## config.mk

```make
export PLATFORM = sky130hd
export DESIGN_NAME = i2c_master_bit_sequencer_unit
export DESIGN_NICKNAME = d
export VERILOG_FILES = /design/src/hw/rtl/i2cms_pkg.sv /design/src/hw/rtl/i2cms_ctrl.sv /design/src/hw/rtl/i2cms_dp.sv /design/src/hw/rtl/i2c_master_bit_sequencer_unit.sv
export SDC_FILE = /design/constraint.sdc
export NUM_CORES = 1
export LEC_CHECK = 0
export ABC_AREA = 1
export BUFFER_PORTS_ARGS = -buffer_cell sky130_fd_sc_hd__buf_2
export CAP_MARGIN = 15
export CORE_MARGIN = 10
export CORE_UTILIZATION = 35
export CTS_CLUSTER_DIAMETER = 40
export DETAILED_ROUTE_END_ITERATION = 10
export SYNTH_ARGS = -nofsm -noshare
export SYNTH_HDL_FRONTEND = slang
export SYNTH_SLANG_ARGS = --single-unit
```

## constraint.sdc

```tcl
create_clock -name clk -period 2 [get_ports clk]
set_input_delay 0.4 -clock clk [delete_from_list [all_inputs] [get_ports clk]]
set_output_delay 0.4 -clock clk [all_outputs]
set_load 0.05 [all_outputs]
```

## src/hw/rtl/i2cms_pkg.sv

```systemverilog
package i2cms_pkg;

	// Bits per data byte on the bus
	localparam int BYTE_BITS = 8;
	localparam logic [2:0] LAST_BIT = 3'(BYTE_BITS - 1);

	// Bus command codes
	localparam logic [2:0] CMD_START = 3'd0;
	localparam logic [2:0] CMD_STOP  = 3'd1;
	localparam logic [2:0] CMD_SEND  = 3'd2;
	localparam logic [2:0] CMD_RECV  = 3'd3;
	localparam logic [2:0] CMD_SACK  = 3'd4;
	localparam logic [2:0] CMD_RACK  = 3'd5;

	// Phase within one bit slot (start uses all four)
	localparam logic [1:0] PH_DATA = 2'd0;
	localparam logic [1:0] PH_HIGH = 2'd1;
	localparam logic [1:0] PH_LOW  = 2'd2;
	localparam logic [1:0] PH_END  = 2'd3;

	typedef struct packed {
		logic [2:0]           command;
		logic [BYTE_BITS-1:0] tx_byte;
		logic                 ack_out;
		logic [BYTE_BITS-1:0] line_bits;
		logic                 ack_line;
	} i2cms_in_t;

	typedef struct packed {
		logic                 scl_level;
		logic                 sda_level;
		logic [BYTE_BITS-1:0] rx_byte;
		logic                 ack_in;
		logic                 last;
	} i2cms_out_t;

	// Controller -> datapath
	typedef struct packed {
		logic load;
		logic step;
	} i2cms_cmd_t;

	// Datapath -> controller
	typedef struct packed {
		logic cmd_ok;
		logic step_last;
	} i2cms_sts_t;

	typedef enum logic {
		ST_IDLE,
		ST_RUN
	} i2cms_state_t;

endpackage

```

## src/hw/rtl/i2cms_ctrl.sv

```systemverilog
module i2cms_ctrl
	import i2cms_pkg::*;
(
	input  logic       clk,
	input  logic       arst_n,
	input  logic       in_valid,
	output logic       in_ready,
	output logic       out_valid,
	input  logic       out_ready,
	output i2cms_cmd_t cmd,
	input  i2cms_sts_t sts
);

	i2cms_state_t state_q, state_nxt;
	logic         out_valid_q;

	always_ff @(posedge clk or negedge arst_n) begin
		if (!arst_n) begin
			state_q     <= ST_IDLE;
			out_valid_q <= 1'b0;
		end else begin
			state_q <= state_nxt;
			if (cmd.step) begin
				out_valid_q <= 1'b1;
			end else if (out_ready) begin
				out_valid_q <= 1'b0;
			end
		end
	end

	// next state
	always_comb begin
		state_nxt = state_q;
		unique case (state_q)
			ST_IDLE: begin
				if (cmd.load) begin
					state_nxt = ST_RUN;
				end
			end
			ST_RUN: begin
				if (cmd.step && sts.step_last) begin
					state_nxt = ST_IDLE;
				end
			end
			default: state_nxt = ST_IDLE;
		endcase
	end

	// outputs
	always_comb begin
		cmd      = '0;
		in_ready = 1'b0;
		unique case (state_q)
			ST_IDLE: begin
				in_ready = 1'b1;
				cmd.load = in_valid && sts.cmd_ok;
			end
			ST_RUN: begin
				cmd.step = !out_valid_q || out_ready;
			end
			default: ;
		endcase
	end

	assign out_valid = out_valid_q;

	a_step_in_run: assert property (@(posedge clk) disable iff (!arst_n)
		cmd.step |-> state_q == ST_RUN)
		else $error("step outside run");

	a_load_in_idle: assert property (@(posedge clk) disable iff (!arst_n)
		cmd.load |-> state_q == ST_IDLE)
		else $error("load outside idle");

	a_last_ends: assert property (@(posedge clk) disable iff (!arst_n)
		cmd.step && sts.step_last |=> state_q == ST_IDLE && out_valid_q)
		else $error("final write did not end command");

	a_no_overwrite: assert property (@(posedge clk) disable iff (!arst_n)
		out_valid_q && !out_ready |-> !cmd.step)
		else $error("held result overwritten");

endmodule

```

## src/hw/rtl/i2cms_dp.sv

```systemverilog
module i2cms_dp
	import i2cms_pkg::*;
(
	input  logic       clk,
	input  logic       arst_n,
	input  i2cms_in_t  in_data,
	output i2cms_out_t out_data,
	input  i2cms_cmd_t cmd,
	output i2cms_sts_t sts
);

	logic [2:0]           cmd_q;
	logic [BYTE_BITS-1:0] sh_q;
	logic                 ack_out_q;
	logic [BYTE_BITS-1:0] line_q;
	logic                 ack_line_q;
	logic [1:0]           ph_q;
	logic [2:0]           bit_q;
	logic                 scl_q, sda_q;
	i2cms_out_t           out_q;

	logic       scl_nxt, sda_nxt, last_nxt, ack_nxt, shift_nxt;
	logic [1:0] ph_nxt;
	logic [BYTE_BITS-1:0] rx_nxt;

	// line write for the current step
	always_comb begin
		scl_nxt   = scl_q;
		sda_nxt   = sda_q;
		last_nxt  = 1'b0;
		ack_nxt   = 1'b0;
		rx_nxt    = '0;
		shift_nxt = 1'b0;
		ph_nxt    = ph_q + 2'd1;
		case (cmd_q)
			CMD_START: begin
				case (ph_q)
					PH_DATA: sda_nxt = 1'b1;
					PH_HIGH: scl_nxt = 1'b1;
					PH_LOW:  sda_nxt = 1'b0;
					default: begin
						scl_nxt  = 1'b0;
						last_nxt = 1'b1;
					end
				endcase
			end
			CMD_STOP: begin
				case (ph_q)
					PH_DATA: sda_nxt = 1'b0;
					PH_HIGH: scl_nxt = 1'b1;
					default: begin
						sda_nxt  = 1'b1;
						last_nxt = 1'b1;
					end
				endcase
			end
			CMD_SEND, CMD_RECV, CMD_SACK, CMD_RACK: begin
				case (ph_q)
					PH_DATA: begin
						case (cmd_q)
							CMD_SEND: sda_nxt = sh_q[BYTE_BITS-1];
							CMD_SACK: sda_nxt = ack_out_q;
							default:  sda_nxt = 1'b1;
						endcase
					end
					PH_HIGH: scl_nxt = 1'b1;
					default: begin
						scl_nxt = 1'b0;
						// receive skips the SDA release after its first bit
						ph_nxt    = (cmd_q == CMD_RECV) ? PH_HIGH : PH_DATA;
						shift_nxt = 1'b1;
						if (cmd_q == CMD_SEND || cmd_q == CMD_RECV) begin
							last_nxt = (bit_q == LAST_BIT);
						end else begin
							last_nxt = 1'b1;
						end
						if (cmd_q == CMD_RECV && bit_q == LAST_BIT) begin
							rx_nxt = line_q;
						end
						if (cmd_q == CMD_RACK) begin
							ack_nxt = ack_line_q;
						end
					end
				endcase
			end
			default: last_nxt = 1'b1;
		endcase
	end

	always_ff @(posedge clk or negedge arst_n) begin
		if (!arst_n) begin
			scl_q <= 1'b1;
			sda_q <= 1'b1;
			ph_q  <= PH_DATA;
			bit_q <= '0;
		end else if (cmd.load) begin
			ph_q  <= PH_DATA;
			bit_q <= '0;
		end else if (cmd.step) begin
			scl_q <= scl_nxt;
			sda_q <= sda_nxt;
			ph_q  <= ph_nxt;
			if (shift_nxt) begin
				bit_q <= bit_q + 3'd1;
			end
		end
	end

	// latched command fields and result register
	always_ff @(posedge clk) begin
		if (cmd.load) begin
			cmd_q      <= in_data.command;
			sh_q       <= in_data.tx_byte;
			ack_out_q  <= in_data.ack_out;
			line_q     <= in_data.line_bits;
			ack_line_q <= in_data.ack_line;
		end else if (cmd.step && shift_nxt) begin
			sh_q <= {sh_q[BYTE_BITS-2:0], 1'b0};
		end
		if (cmd.step) begin
			out_q.scl_level <= scl_nxt;
			out_q.sda_level <= sda_nxt;
			out_q.rx_byte   <= rx_nxt;
			out_q.ack_in    <= ack_nxt;
			out_q.last      <= last_nxt;
		end
	end

	assign sts.cmd_ok    = (in_data.command <= CMD_RACK);
	assign sts.step_last = last_nxt;
	assign out_data      = out_q;

endmodule

```

## src/hw/rtl/i2c_master_bit_sequencer_unit.sv

```systemverilog
// I2C master bit sequencer, open-drain bit-bang style.
// Input channel (in_valid/in_ready/in_data): one bus command per transaction
// (start, stop, send byte, receive byte, send ack, receive ack), along with
// the byte to send, the ack level to drive and the SDA levels sampled on the
// line. Output channel (out_valid/out_ready/out_data): one transaction per
// line write, carrying SCL/SDA after that write; last marks the command's
// final write, which also carries rx_byte (receive byte) or ack_in
// (receive ack). Those fields read 0 on every other write.
// Writes per command: start 4, stop 3, send byte 24, receive byte 17,
// send/receive ack 3. The sequencer emits at most one write per cycle. A
// command is loaded in the idle state; its writes follow in the run state,
// each when the output register is empty or its write is being taken. Unused
// command codes are accepted and dropped with no write and no line change.
// One command runs at a time; the next is taken as soon as the final write
// sits in the output register, even if the receiver has not yet taken it.
// A stalled receiver holds the current write and pauses the sequencer.
// Reset: both lines released (SCL=1, SDA=1), no result pending, idle.
module i2c_master_bit_sequencer_unit
	import i2cms_pkg::*;
(
	input  logic       clk,
	input  logic       arst_n,
	input  logic       in_valid,
	output logic       in_ready,
	input  i2cms_in_t  in_data,
	output logic       out_valid,
	input  logic       out_ready,
	output i2cms_out_t out_data
);

	i2cms_cmd_t cmd;
	i2cms_sts_t sts;

	// sequencing: idle/run plus output register occupancy
	i2cms_ctrl u_ctrl (
		.clk       (clk),
		.arst_n    (arst_n),
		.in_valid  (in_valid),
		.in_ready  (in_ready),
		.out_valid (out_valid),
		.out_ready (out_ready),
		.cmd       (cmd),
		.sts       (sts)
	);

	// line state, phase/bit counters, shift register, result register
	i2cms_dp u_dp (
		.clk      (clk),
		.arst_n   (arst_n),
		.in_data  (in_data),
		.out_data (out_data),
		.cmd      (cmd),
		.sts      (sts)
	);

endmodule

```

==> run_results.csv <==
group,metric,value,unit
power,cellPowerDensity,1320,nW/um2
synthesis,synth_cell_types,23,
synthesis,synthTopCellsByCount,"54 x nand2_1, 33 x edfxtp_1, 22 x inv_1",
synthesis,synth_area_leaders,"edfxtp_1 52%, nand2_1 11%, dfrtp_1 9.2%",
floorplan,die_y,93.7,um
global_routing,first_global_vias,1334,
synthesis,yosys.area.top_type_share,52.1,%
synthesis,synth_top_family_by_area,"simple AND/OR/NAND/NOR gates",
synthesis,synthSimpleGateAreaFrac,21.4,%
worst_setup_path,cpMostUsedCell,"inv_1",
placement,dp_hpwl,2860,um
synthesis,synth_async_sr_flop_share,21.4,%
synthesis,synth_top_area_cell,"edfxtp_1",
clock_tree,numCtsBuffers,5,
synthesis,syn_area_per_cell,10.5,um2
synthesis,synth_compound_area_share,3.88,%
floorplan,initial_core_util,36.6,%
synthesis,syn_area,1900,um2
detailed_routing,drt-initial-drc-count,70,
worst_setup_path,crit_type,"reg2reg",
worst_setup_path,crit_arrival,1.86,ns
floorplan,io_pins,39,
clock_tree,cts_tree,"yes",
final_layout,areaGrowthSynthToFinish,22.3,%
global_routing,grt_max_degree,16,
synthesis,syn_nets,214,
synthesis,yosysMostFrequentCell,"nand2_1",
detailed_routing,finalWirelength,3660,um
synthesis,muxShareOfSynthArea,0,%
worst_setup_path,cp.required,2.02,ns
detailed_routing,routed-via-count,1305,
timing,rsz0062_at_grt,"no",
timing,period_share,92.1,%
global_routing,antenna_found_initial,0,
synthesis,synth_edf_count,33,
clock_tree,clk_pin_slew_worst_paths,0.08,ns
timing,period_needed,1.84,ns
synthesis,synth_warnings,0,
worst_hold_path,hold_path_class,"in2reg",
final_layout,diodes,0,
timing,tightest_slew,0.270,ns
clock_tree,cts_sinks,42,
final_layout,nets,266,
placement,dp_cells,295,
timing,setup_viol,0,
clock_tree,clkLatencyLatePin,0.30,ns
floorplan,die_w,93.7,um
placement,placed_area,2220,um2
timing,relSlewSlack,81.9,%
global_routing,track_usage,8.96,%
worst_setup_path,cp_cell_sequence,"ha_1 -> inv_1 -> nand2_2 -> nor2_1 -> inv_1 -> nand2_1 -> buf_4",
worst_setup_path,cp_slowest_stage_delay,0.46,ns
clock_tree,htree_levels,2,
synthesis,synth_xor_area_share,0,%
final_layout,layoutNonFillerInstCount,304,
power,peakVddDrop,479,uV
floorplan,dieArea,8790,um2
timing,finalHoldViolations,0,
detailed_routing,vias_per_cell,4.29,
timing,fin_skew,0.00438,ns
final_layout,final_layout_size_suffix_gt1_share,29.5,%
final_layout,fin_util,44.7,%
worst_setup_path,worstSetupStartpointType,"register",
placement,portBuffers,38,
worst_setup_path,r2r_slack,0.16,ns
synthesis,ys.flop_type,"edfxtp_1",
synthesis,synth_cells,181,
clock_tree,clockBufferDepth,2,
final_layout,fin_area,2330,um2
timing,fmax,543,MHz
clock_tree,cts-root-buf,"clkbuf_8",
detailed_routing,firstDrtPassIters,4,
synthesis,synthAdderAreaFrac,5.26,%
power,leakagePower,1.08,nW
worst_setup_path,cp_max_fo,6,
placement,globalplace.congestion,0.888,
synthesis,synth_seq_cells,42,
run_status,status,"finished clean",
timing,finalMaxSlewViolations,0,
worst_setup_path,endpoint_kind,"register",
global_routing,overflow,0,
synthesis,ys_seq_area_share,64.0,%
detailed_routing,routedWlPerCell,12.1,um
floorplan,num_rows,26,
timing,final.setup.tns,0,ns
detailed_routing,drcViolationCount,0,
floorplan,core_area,5200,um2
worst_setup_path,slowest_stage,"edfxtp_1",
run,maxCapViolations,0,
global_routing,grt_pass1_wl,6170,um
detailed_routing,drt.antenna.violating_nets,0,
## path summary, 6_finish.rpt
path	from	depth (start not counted)	end
min	in_data[4]	1	u_dp.line_q[3]
max in group asynchronous	arst_n	2	u_dp.scl_q
max	u_dp.cmd_q[1]	7	u_dp.sh_q[1]
min in group asynchronous	arst_n	2	u_ctrl.state_q
max reg2reg	u_dp.cmd_q[1]	7	u_dp.sh_q[1]
min reg2reg	u_dp.scl_q	2	u_dp.scl_q
## power breakdown
| group | internal [W] | switching (W) |
|---|---|---|
| Sequential | 0.00127 | 0.000109 |
| Combinational | 0.000339 | 0.000828 |
| Clock | 0.000246 | 0.000292 |
## placed cells by master (no fill, tap or decap)
cell,count
edfxtp_1,33
nand2_2,1
or3_4,1
nor2_2,8
dfrtp_1,6
nor2_4,2
a21oi_1,5
ha_1,8
buf_2,38
clkbuf_1,1
clkinv_2,1
o211ai_1,1
dfstp_2,2
or2_2,1
nor2_1,16
nand3_1,8
o21ai_0,5
clkinv_4,1
nand3b_1,1
a21boi_0,1
nand2_1,54
o32ai_1,1
dlygate4sd3_1,1
inv_1,22
buf_4,8
clkinv_1,1
dfrtp_2,1
clkbuf_8,5
nand4_1,1
## sequential cells by signal (all words and copies together), names as in the netlist, 2 cells and up
signal,count
u_dp.sh_q,8
u_dp.bit_q,3
u_dp.cmd_q,3
u_dp.line_q,8
u_dp.ph_q,2
u_dp.out_data,12
## cells by family after synthesis
family          Yosys count
compound gates           13
fa+ha+maj                 8
buf+inv                  25
flops                    42
simple gates             93
## timing repair
item | CTS | global route
buffers inserted | 0 | 0
hold buffers | 1 | 0
setup endpoints to repair | 0 | 8
hold endpoints to repair | 7 | 0
gates resized for setup | 0 | 2
## routing by layer
layer	global-route usage (%)	up-vias	part of all wire [%]	routed length, um
met5	0	-	0	0
met4	4.94	0	1.7	62
met3	3.36	8	6.9	251
met2	14.3	27	50	1820
met1	10.1	583	42	1530
li1	-	687	-	-
## layout make-up
type                    count  area, um2
clock buffers               6       72.6
well taps                  70       87.6
clock inverters             2       13.8
multi-input cells         114        587
fillers                   531       2880
flip-flops and latches     42       1220
repair buffers             47        260
inverters                  23       86.3
## through the flow
step	total power [W]	worst slack, ns	hold slack, ns
2_1_floorplan	0.00223	0.167	0.104
3_3_place_gp	0.00256	0.160	0.275
3_5_place_dp	0.00257	0.0954	0.270
4_1_cts	0.00312	0.0753	0.261
5_1_grt	0.00330	0.0451	0.263
6_report	0.00308	0.159	0.274
## worst max-delay path, delay by kind of cell, from the launching register on
family / cells / cell delay (ns)
DFF: 1 / 0.46
adders and majority gates: 1 / 0.39
buffers and inverters: 3 / 0.38
and+or+nand+nor: 3 / 0.33
Power figures use the tool's default switching activity.
